<file path="config.mk">
export PLATFORM = sky130hd
export DESIGN_NAME = lamp_advert_command_framer_unit
export DESIGN_NICKNAME = d
export VERILOG_FILES = /design/src/lacf_pkg.sv /design/src/lacf_front.sv /design/src/lacf_queue.sv /design/src/lacf_back.sv /design/src/lamp_advert_command_framer_unit.sv
export SDC_FILE = /design/constraint.sdc
export NUM_CORES = 1
export LEC_CHECK = 0
export ABC_AREA = 1
export BUFFER_PORTS_ARGS = -buffer_cell sky130_fd_sc_hd__buf_2
export CORE_ASPECT_RATIO = 0.7
export CORE_MARGIN = 1.5
export CORE_UTILIZATION = 34
export DETAILED_ROUTE_END_ITERATION = 8
export PLACE_DENSITY = 0.61
export SYNTH_ARGS = -nofsm -noshare
export SYNTH_HDL_FRONTEND = slang
export SYNTH_SLANG_ARGS = --single-unit
</file>
<file path="constraint.sdc">
create_clock -name clk -period 11.5 [get_ports clk]
set_input_delay 0 -clock clk [delete_from_list [all_inputs] [get_ports clk]]
set_output_delay 0 -clock clk [all_outputs]
set_load 0.02 [all_outputs]
</file>
<file path="src/lacf_pkg.sv">
// shared types, constants and byte functions of the lamp advert command framer
package lacf_pkg;

	localparam int LACF_QUEUE_DEPTH = 2;

	localparam int CMD_W = 3;
	localparam logic [CMD_W-1:0] CMD_ON     = 3'd0;
	localparam logic [CMD_W-1:0] CMD_OFF    = 3'd1;
	localparam logic [CMD_W-1:0] CMD_LEVEL  = 3'd2;
	localparam logic [CMD_W-1:0] CMD_TEMP   = 3'd3;
	localparam logic [CMD_W-1:0] CMD_RESYNC = 3'd4;

	localparam logic [1:0] ST_FRAME    = 2'd0;
	localparam logic [1:0] ST_DROPPED  = 2'd1;
	localparam logic [1:0] ST_SYNC_OK  = 2'd2;
	localparam logic [1:0] ST_SYNC_BAD = 2'd3;

	localparam int CFG_IDX_W = 2;
	localparam logic [CFG_IDX_W-1:0] CFG_PINNED = 2'd0;
	localparam logic [CFG_IDX_W-1:0] CFG_PREFIX = 2'd1;
	localparam logic [CFG_IDX_W-1:0] CFG_FLAGS  = 2'd2;

	localparam logic [4:0] IDX_PREFIX   = 5'd7;
	localparam logic [4:0] IDX_PRE_END  = 5'd14;
	localparam logic [4:0] IDX_BODY     = 5'd15;
	localparam logic [4:0] IDX_BODY_END = 5'd25;
	localparam logic [4:0] IDX_TAIL0    = 5'd26;
	localparam logic [4:0] IDX_TAIL1    = 5'd27;
	localparam logic [4:0] IDX_CRC_LO   = 5'd28;
	localparam logic [4:0] IDX_CRC_HI   = 5'd29;
	localparam logic [4:0] IDX_END      = 5'd30;

	localparam logic [15:0] CRC_POLY  = 16'h8408;
	localparam logic [15:0] CRC_INIT  = 16'hFFFF;
	localparam logic [15:0] CRC_XOR   = 16'hFFFF ^ 16'h6A4D;
	localparam logic [7:0]  TAIL0_XOR = 8'hB6;
	localparam logic [7:0]  TAIL1_XOR = 8'h2E;

	typedef struct packed {
		logic        is_frame;
		logic [1:0]  status;
		logic [1:0]  kind;
		logic [7:0]  b6;
		logic [7:0]  b7;
		logic [7:0]  seq;
		logic [63:0] prefix;
	} job_t;

	function automatic logic [15:0] crc_byte(input logic [15:0] crc, input logic [7:0] b);
		logic [15:0] c;
		c = crc ^ {8'h00, b};
		for (int k = 0; k < 8; k++) begin
			if (c[0]) begin
				c = (c >> 1) ^ CRC_POLY;
			end else begin
				c = c >> 1;
			end
		end
		return c;
	endfunction

	function automatic logic [7:0] mask_byte(input logic [3:0] i);
		logic [7:0] m;
		case (i)
			4'd0: m = 8'hE5;
			4'd1: m = 8'h1D;
			4'd2: m = 8'hFE;
			4'd3: m = 8'hB8;
			4'd4: m = 8'h51;
			4'd5: m = 8'hFA;
			4'd6: m = 8'h2A;
			4'd7: m = 8'hB4;
			4'd8: m = 8'hE7;
			4'd9: m = 8'hD4;
			4'd10: m = 8'h0C;
			default: m = 8'h00;
		endcase
		return m;
	endfunction

	// unmasked payload byte; kind is the low bits of the command
	function automatic logic [7:0] payload_byte(input logic [1:0] kind, input logic [7:0] b6,
		input logic [7:0] b7, input logic [3:0] i);
		logic       rich;
		logic [7:0] p;
		rich = (kind == CMD_LEVEL[1:0]) || (kind == CMD_TEMP[1:0]);
		case (i)
			4'd0: p = rich ? 8'h83 : 8'h86;
			4'd1: p = 8'h31;
			4'd2: p = 8'h17;
			4'd3: p = 8'h01;
			4'd4: p = rich ? ((kind == CMD_TEMP[1:0]) ? 8'h07 : 8'h05) : 8'h00;
			4'd5: p = rich ? 8'h65 : 8'h01;
			4'd6: p = b6;
			4'd7: p = b7;
			4'd8: p = rich ? 8'h9A : 8'hFE;
			4'd9: p = 8'h55;
			4'd10: p = 8'h55;
			default: p = 8'h00;
		endcase
		return p;
	endfunction

endpackage

</file>
<file path="src/lacf_front.sv">
// front: accepts commands, keeps pairing and sequence state, builds jobs
module lacf_front (
	input  logic                clk,
	input  logic                arst_n,
	input  logic                in_valid,
	output logic                in_stall,
	input  logic [2:0]          command,
	input  logic [7:0]          level,
	input  logic [7:0]          cold,
	input  logic [7:0]          warm,
	input  logic [63:0]         sync_prefix,
	input  logic [7:0]          sync_sequence,
	input  logic                prefix_pinned,
	input  logic [63:0]         pinned_prefix,
	input  logic                q_full,
	output logic                push,
	output lacf_pkg::job_t      push_job
);
	import lacf_pkg::*;

	logic [7:0]  sequence_q;
	logic [63:0] learned_prefix_q;
	logic        paired_q;
	logic        accept;
	logic        sync_ok;
	logic        unpaired;
	logic [7:0]  lvl;
	logic [7:0]  cold_c;
	logic [7:0]  warm_c;

	assign in_stall = q_full;
	assign accept   = in_valid & ~q_full;
	assign unpaired = ~prefix_pinned & ~paired_q;
	assign sync_ok  = ~prefix_pinned | (sync_prefix == pinned_prefix);

	always_comb begin
		if (level == 8'd0) begin
			lvl = 8'd1;
		end else if (level > 8'd100) begin
			lvl = 8'd100;
		end else begin
			lvl = level;
		end
		cold_c = (cold > 8'd100) ? 8'd100 : cold;
		warm_c = (warm > 8'd100) ? 8'd100 : warm;
	end

	always_comb begin
		push              = accept;
		push_job.is_frame = 1'b0;
		push_job.status   = ST_FRAME;
		push_job.kind     = command[1:0];
		push_job.b6       = 8'h01;
		push_job.b7       = 8'hFF;
		push_job.seq      = sequence_q;
		push_job.prefix   = prefix_pinned ? pinned_prefix : learned_prefix_q;
		case (command)
			CMD_RESYNC: begin
				push_job.status = sync_ok ? ST_SYNC_OK : ST_SYNC_BAD;
			end
			CMD_ON, CMD_OFF, CMD_LEVEL, CMD_TEMP: begin
				if (unpaired) begin
					push_job.status = ST_DROPPED;
				end else begin
					push_job.is_frame = 1'b1;
				end
				case (command)
					CMD_OFF: begin
						push_job.b6 = 8'h02;
					end
					CMD_LEVEL: begin
						push_job.b6 = lvl;
						push_job.b7 = 8'hFA;
					end
					CMD_TEMP: begin
						push_job.b6 = cold_c;
						push_job.b7 = warm_c;
					end
					default: begin
						push_job.b6 = 8'h01;
					end
				endcase
			end
			default: begin
				push = 1'b0;
			end
		endcase
	end

	always_ff @(posedge clk or negedge arst_n) begin
		if (!arst_n) begin
			sequence_q       <= 8'd0;
			learned_prefix_q <= 64'd0;
			paired_q         <= 1'b0;
		end else if (accept) begin
			if (command == CMD_RESYNC) begin
				if (sync_ok) begin
					sequence_q <= sync_sequence;
				end
				if (!prefix_pinned) begin
					learned_prefix_q <= sync_prefix;
					paired_q         <= 1'b1;
				end
			end else if (command < CMD_RESYNC && !unpaired) begin
				sequence_q <= sequence_q + 8'd1;
			end
		end
	end

endmodule

</file>
<file path="src/lacf_queue.sv">
// short job queue between front and back
module lacf_queue #(
	parameter int DEPTH = lacf_pkg::LACF_QUEUE_DEPTH
) (
	input  logic           clk,
	input  logic           arst_n,
	input  logic           push,
	input  lacf_pkg::job_t push_job,
	output logic           full,
	input  logic           pop,
	output logic           head_valid,
	output lacf_pkg::job_t head_job
);
	import lacf_pkg::*;

	localparam int PTR_W = $clog2(DEPTH);
	localparam int CNT_W = $clog2(DEPTH + 1);
	localparam logic [PTR_W-1:0] PTR_LAST = PTR_W'(DEPTH - 1);
	localparam logic [CNT_W-1:0] CNT_FULL = CNT_W'(DEPTH);

	job_t             mem_q [DEPTH];
	logic [PTR_W-1:0] wr_ptr_q;
	logic [PTR_W-1:0] rd_ptr_q;
	logic [CNT_W-1:0] count_q;
	logic             do_push;
	logic             do_pop;

	assign full       = (count_q == CNT_FULL);
	assign head_valid = (count_q != '0);
	assign head_job   = mem_q[rd_ptr_q];
	assign do_push    = push & ~full;
	assign do_pop     = pop & head_valid;

	always_ff @(posedge clk) begin
		if (do_push) begin
			mem_q[wr_ptr_q] <= push_job;
		end
	end

	always_ff @(posedge clk or negedge arst_n) begin
		if (!arst_n) begin
			wr_ptr_q <= '0;
			rd_ptr_q <= '0;
			count_q  <= '0;
		end else begin
			if (do_push) begin
				wr_ptr_q <= (wr_ptr_q == PTR_LAST) ? '0 : wr_ptr_q + 1'b1;
			end
			if (do_pop) begin
				rd_ptr_q <= (rd_ptr_q == PTR_LAST) ? '0 : rd_ptr_q + 1'b1;
			end
			if (do_push && !do_pop) begin
				count_q <= count_q + 1'b1;
			end else if (do_pop && !do_push) begin
				count_q <= count_q - 1'b1;
			end
		end
	end

endmodule

</file>
<file path="src/lacf_back.sv">
// back: serializes one job into frame bytes with running checksum and crc
module lacf_back (
	input  logic           clk,
	input  logic           arst_n,
	input  logic           head_valid,
	input  lacf_pkg::job_t head_job,
	output logic           pop,
	input  logic [7:0]     flags_byte,
	output logic           out_valid,
	input  logic           out_stall,
	output logic [7:0]     frame_byte,
	output logic           last,
	output logic [1:0]     status
);
	import lacf_pkg::*;

	job_t        job_q;
	logic        valid_q;
	logic [4:0]  idx_q;
	logic [15:0] crc_q;
	logic [7:0]  sum_q;
	logic [7:0]  byte_c;
	logic [7:0]  pay_c;
	logic [4:0]  pre_off;
	logic [4:0]  body_off;
	logic [63:0] pre_sh;
	logic [15:0] crc_out;
	logic        out_xfer;
	logic        load;
	logic        in_crc;
	logic        in_body;

	assign pre_off  = idx_q - IDX_PREFIX;
	assign body_off = idx_q - IDX_BODY;
	assign pre_sh   = job_q.prefix << {pre_off[2:0], 3'b000};
	assign pay_c    = payload_byte(job_q.kind, job_q.b6, job_q.b7, body_off[3:0]);
	assign crc_out  = crc_q ^ CRC_XOR;
	assign in_crc   = (idx_q >= IDX_PREFIX) && (idx_q <= IDX_TAIL1);
	assign in_body  = (idx_q >= IDX_BODY) && (idx_q <= IDX_BODY_END);

	always_comb begin
		if (idx_q >= IDX_PREFIX && idx_q <= IDX_PRE_END) begin
			byte_c = pre_sh[63:56];
		end else if (in_body) begin
			byte_c = pay_c ^ mask_byte(body_off[3:0]);
		end else begin
			case (idx_q)
				5'd0: byte_c = 8'h02;
				5'd1: byte_c = 8'h01;
				5'd2: byte_c = flags_byte;
				5'd3: byte_c = 8'h1B;
				5'd4: byte_c = 8'hFF;
				5'd5: byte_c = 8'hF0;
				5'd6: byte_c = 8'hFF;
				IDX_TAIL0: byte_c = job_q.seq ^ TAIL0_XOR;
				IDX_TAIL1: byte_c = sum_q ^ TAIL1_XOR;
				IDX_CRC_LO: byte_c = crc_out[7:0];
				IDX_CRC_HI: byte_c = crc_out[15:8];
				IDX_END: byte_c = 8'h18;
				default: byte_c = 8'h00;
			endcase
		end
	end

	assign out_valid  = valid_q;
	assign frame_byte = job_q.is_frame ? byte_c : 8'h00;
	assign last       = job_q.is_frame ? (idx_q == IDX_END) : 1'b1;
	assign status     = job_q.status;

	assign out_xfer = valid_q & ~out_stall;
	assign load     = ~valid_q | (out_xfer & last);
	assign pop      = load & head_valid;

	always_ff @(posedge clk or negedge arst_n) begin
		if (!arst_n) begin
			valid_q <= 1'b0;
			idx_q   <= 5'd0;
		end else if (load) begin
			valid_q <= head_valid;
			idx_q   <= 5'd0;
		end else if (out_xfer) begin
			idx_q <= idx_q + 5'd1;
		end
	end

	always_ff @(posedge clk) begin
		if (load) begin
			job_q <= head_job;
			crc_q <= CRC_INIT;
			sum_q <= head_job.seq;
		end else if (out_xfer) begin
			if (in_crc) begin
				crc_q <= crc_byte(crc_q, byte_c);
			end
			if (in_body) begin
				sum_q <= sum_q + pay_c;
			end
		end
	end

endmodule

</file>
<file path="src/lamp_advert_command_framer_unit.sv">
// top level of the lamp advert command framer: config registers, front, queue, back
//
// channel  direction  handshake              payload
// in       in         in_valid / in_stall    command level cold warm sync_prefix sync_sequence
// out      out        out_valid / out_stall  frame_byte last status
// cfg      in         cfg_valid / cfg_ready  cfg_index cfg_data
//
// a frame command leaves as 31 bytes, one per cycle while out_stall is low, from the byte serializer in the back;
// status results leave as a single byte; a queued next job starts in the cycle after the last byte
// the front takes a command each cycle while the job queue has room
// reset is asynchronous and needs no clearing pass; state is usable on the first clock
// out_stall holds the current byte and freezes the serializer; in_stall means the queue is full
module lamp_advert_command_framer_unit #(
	parameter int QUEUE_DEPTH = lacf_pkg::LACF_QUEUE_DEPTH
) (
	input  logic                               clk,
	input  logic                               arst_n,
	input  logic                               in_valid,
	output logic                               in_stall,
	input  logic [2:0]                         command,
	input  logic [7:0]                         level,
	input  logic [7:0]                         cold,
	input  logic [7:0]                         warm,
	input  logic [63:0]                        sync_prefix,
	input  logic [7:0]                         sync_sequence,
	output logic                               out_valid,
	input  logic                               out_stall,
	output logic [7:0]                         frame_byte,
	output logic                               last,
	output logic [1:0]                         status,
	input  logic                               cfg_valid,
	output logic                               cfg_ready,
	input  logic [lacf_pkg::CFG_IDX_W-1:0]     cfg_index,
	input  logic [63:0]                        cfg_data
);
	import lacf_pkg::*;

	logic        prefix_pinned_q;
	logic [63:0] pinned_prefix_q;
	logic [7:0]  flags_byte_q;
	logic        push;
	job_t        push_job;
	logic        q_full;
	logic        pop;
	logic        head_valid;
	job_t        head_job;
	logic        cfg_xfer;

	assign cfg_ready = 1'b1;
	assign cfg_xfer  = cfg_valid & cfg_ready;

	always_ff @(posedge clk or negedge arst_n) begin
		if (!arst_n) begin
			prefix_pinned_q <= 1'b0;
			pinned_prefix_q <= 64'd0;
			flags_byte_q    <= 8'd0;
		end else if (cfg_xfer) begin
			case (cfg_index)
				CFG_PINNED: prefix_pinned_q <= cfg_data[0];
				CFG_PREFIX: pinned_prefix_q <= cfg_data;
				CFG_FLAGS:  flags_byte_q    <= cfg_data[7:0];
				default: begin
				end
			endcase
		end
	end

	lacf_front u_front (
		.clk           (clk),
		.arst_n        (arst_n),
		.in_valid      (in_valid),
		.in_stall      (in_stall),
		.command       (command),
		.level         (level),
		.cold          (cold),
		.warm          (warm),
		.sync_prefix   (sync_prefix),
		.sync_sequence (sync_sequence),
		.prefix_pinned (prefix_pinned_q),
		.pinned_prefix (pinned_prefix_q),
		.q_full        (q_full),
		.push          (push),
		.push_job      (push_job)
	);

	lacf_queue #(
		.DEPTH (QUEUE_DEPTH)
	) u_queue (
		.clk        (clk),
		.arst_n     (arst_n),
		.push       (push),
		.push_job   (push_job),
		.full       (q_full),
		.pop        (pop),
		.head_valid (head_valid),
		.head_job   (head_job)
	);

	lacf_back u_back (
		.clk        (clk),
		.arst_n     (arst_n),
		.head_valid (head_valid),
		.head_job   (head_job),
		.pop        (pop),
		.flags_byte (flags_byte_q),
		.out_valid  (out_valid),
		.out_stall  (out_stall),
		.frame_byte (frame_byte),
		.last       (last),
		.status     (status)
	);

endmodule
</file>
==> flow_summary.json <==
{
  "synth.top_cell.area_share_pct": 41.0,
  "num_rows": 76,
  "worst_pin_slew_ns": 1.22,
  "fmax_ghz": 0.223,
  "finalCriticalPeriod_ns": 4.48,
  "synth_enable_flop_cells": 287,
  "clk_latency_ns": 0.62,
  "rsz0062_at_grt": "false",
  "crit_path_max_fanout": 38,
  "outcome": "complete, no violations",
  "yosysTopAreaCell": "edfxtp_1",
  "powerDensity_nw_per_um2": 226,
  "synth_ff_type": "edfxtp_1",
  "drt-initial-drc-count": 1130,
  "grt_pass1_vias": 15900,
  "cts_hold_buf": 175,
  "netlist_area_sq_um": 21000,
  "place_hpwl_mm": 40.6,
  "async_reset_ff_share_pct": 34.0,
  "wl_per_cell_um": 17.9,
  "power.leakage_nw": 11.4,
  "cts.sinks": 459,
  "r2r_slack_ns": 7.02,
  "start_util_pct": 34.3,
  "r2r.worst_path.cells": 20,
  "syn_inst": 2073,
  "synth_common_cells": "nand2_1, edfxtp_1, dfrtp_1",
  "drc": 0,
  "grt_pass1_wl_mm": 90.8,
  "drive_above_1_share_pct": 17.3,
  "drtAntennaViolNets": 0,
  "crit_chain": "buf_4 > ha_1 > nand2_2 > nand2_1 > nand2_1 > nor2_1 > nand2_1 > nand2_1 > nor2_2 > nand2_1 > ha_1 > a21oi_1 > nand2_1 > a21oi_1 > nor2_1 > o21ai_0 > nand2_1 > a21oi_1 > xor2_1 > o21ai_0",
  "clock_skew_ns": 0.0345,
  "hold_viol": 0,
  "synthToLayoutAreaGrowth_pct": 24.4,
  "r2r-start": "u_back.idx_q[0]",
  "yosys-top-cells-area": "edfxtp_1, dfrtp_1, nand2_1, mux2_2, nand3_1",
  "ys_seq_area_share_pct": 61.0,
  "maxCapViolCount": 0,
  "slew_headroom_pct": 17.8,
  "cts.clk_slew.worst_paths_ns": 0.07,
  "numCtsBuffers": 48,
  "worst-endpoint-arrival_ns": 4.80,
  "period_share_pct": 39.0,
  "critPathKind": "reg -> reg",
  "critPathSlowestCell": "nand2_1",
  "cts_max_level": 2,
  "hp-class": "in -> async",
  "firstDrtPassIters": 5,
  "total_power_mw": 5.93,
  "critPathMaxStageDelay_ns": 0.64,
  "avgSynthCellArea_sq_um": 10.2,
  "finalWorstSetupSlack_ns": 7.02,
  "die_area_sq_um": 63400,
  "cp_common_cell": "nand2_1",
  "irDropWorstVdd_mv": 0.142,
  "ys_seq_elements": 459,
  "final-setup-viol-count": 0,
  "overflow": 0,
  "dpl_worst_slack_ns": 7.12,
  "tns_ns": 0,
  "worst_setup_path_start_kind": "register",
  "wirelength_mm": 58.8,
  "io_pins": 184,
  "tritoncts": "done",
  "final_nets": 2606,
  "io_buffers": 182,
  "synth.most_common_cell": "nand2_1",
  "drv_slew": 0,
  "ys.warnings.count": 0,
  "timing.rr.end": "u_back.sum_q[7]",
  "ys_types": 52,
  "antenna_found_initial": 5,
  "core-area_sq_um": 61300,
  "post_cts_buffers": 0,
  "end_kind": "register",
  "cts-resized-gates": 0,
  "die_w_um": 300,
  "clockBufferDepth": 3,
  "vias": 15700,
  "gp_congestion": 0.907,
  "grt_util_all_layers_pct": 18.7,
  "avgViaCountPerCell": 4.78,
  "fin_util_pct": 42.7,
  "cp.required_ns": 11.82,
  "cts_root_buffer": "clkbuf_16",
  "die_h_um": 211,
  "grt_max_degree": 102
}
==> worst max path at each step <==
stage | from | depth (start not counted) | slack [ns] | to
floorplan | u_queue.count_q[1] | 5 | 6.20 | u_queue.mem_q[1][0]
global placement | u_back.idx_q[0] | 20 | 7.04 | u_back.sum_q[7]
detailed placement | u_back.idx_q[0] | 21 | 7.12 | u_back.sum_q[7]
CTS | u_back.idx_q[0] | 20 | 7.10 | u_back.sum_q[7]
global route | u_back.idx_q[0] | 21 | 6.55 | u_back.sum_q[7]
finish | u_back.idx_q[0] | 20 | 7.02 | u_back.sum_q[7]
==> stage by stage <==
stage,cells,cell area (sq um),hold WS (ns)
6_report,3279,26200,0.0846
5_1_grt,3279,26200,0.147
4_1_cts,3277,26200,0.120
3_5_place_dp,3012,22800,0.208
3_3_place_gp,3012,22800,0.198
2_1_floorplan,2074,21000,-0.296
==> power by group <==
part	switching (mW)	total, mW	internal (mW)
clock	0.677	1.59	0.911
combinational	1.11	1.69	0.577
sequential	0.235	2.65	2.41
total	2.02	5.93	3.90
==> final cells by class <==
class	count	area, sq um
diodes	2	5.00
clock buffers	66	1330
clock inverters	24	285
fillers	5747	35200
inverters	139	522
multi-input cells	1397	7370
flip-flops and latches	459	12800
well taps	819	1020
repair buffers	373	2790
==> metal layers <==
layer,GRT usage [%],part of all wire (%),vias to the layer above
met5,0,0,-
met4,4.48,1.9,0
met3,3.48,5.6,75
met2,28.7,44,389
met1,27.2,49,7565
li1,-,-,7637
==> sequential cells by signal, summed over array words and instances (netlist names), 5 cells and up <==
signal and cells:
flags_byte_q 8, pinned_prefix_q 64, u_back.crc_q 16, u_back.idx_q 5, u_back.job_q 91, u_back.sum_q 8, u_front.learned_prefix_q 64, u_front.sequence_q 8
u_queue.mem_q 186
==> kinds of logic after synthesis <==
group                    Yosys count  synth area share (%)
XOR/XNOR                          70                  2.91
flip-flops                       459                  61.0
other                              2                0.0357
multiplexers                     112                  5.90
AO/OA/AOI/OAI                    203                  5.36
adder cells (fa/ha/maj)           18                  1.11
buffers and inverters            218                  4.19
AND/OR/NAND/NOR                  991                  19.5
==> critical path: cells and delay by family, from the launching register on <==
| kind | cells | cell delay (ns) |
|---|---|---|
| simple gates | 11 | 1.78 |
| compound gates | 5 | 0.77 |
| fa+ha+maj | 2 | 0.59 |
| flops | 1 | 0.43 |
| buf+inv | 1 | 0.42 |
| xor+xnor | 1 | 0.18 |
==> placed cells by master, fill, tap and decap left out, types with 4 or more instances in the layout <==
| cell type | Yosys | routed |
|---|---|---|
| nand2_1 | 708 | 707 |
| edfxtp_1 | 287 | 287 |
| buf_2 | 12 | 181 |
| dlygate4sd3_1 | 0 | 175 |
| dfrtp_1 | 156 | 154 |
| inv_1 | 132 | 131 |
| nand3_1 | 104 | 103 |
| o21ai_0 | 99 | 98 |
| mux2_2 | 97 | 97 |
| nor2_1 | 92 | 90 |
| a21oi_1 | 62 | 62 |
| clkbuf_16 | 0 | 48 |
| xnor2_1 | 40 | 40 |
| xor2_1 | 30 | 30 |
| nand2_2 | 29 | 29 |
| nand4_1 | 23 | 23 |
| ha_1 | 17 | 17 |
| buf_4 | 5 | 16 |
| dfxtp_1 | 16 | 16 |
| mux2i_1 | 15 | 15 |
| clkbuf_1 | 52 | 11 |
| o211ai_1 | 10 | 10 |
| clkinv_1 | 1 | 8 |
| nor2_2 | 8 | 8 |
| nor3_1 | 8 | 8 |
| inv_2 | 6 | 7 |
| nor4_1 | 7 | 7 |
| o22ai_1 | 6 | 6 |
| clkbuf_8 | 0 | 6 |
| a221oi_1 | 5 | 5 |
| a31oi_1 | 4 | 4 |
| clkinv_2 | 0 | 4 |
| bufinv_16 | 0 | 4 |
No activity file was read; power rests on OpenSTA's default activity.
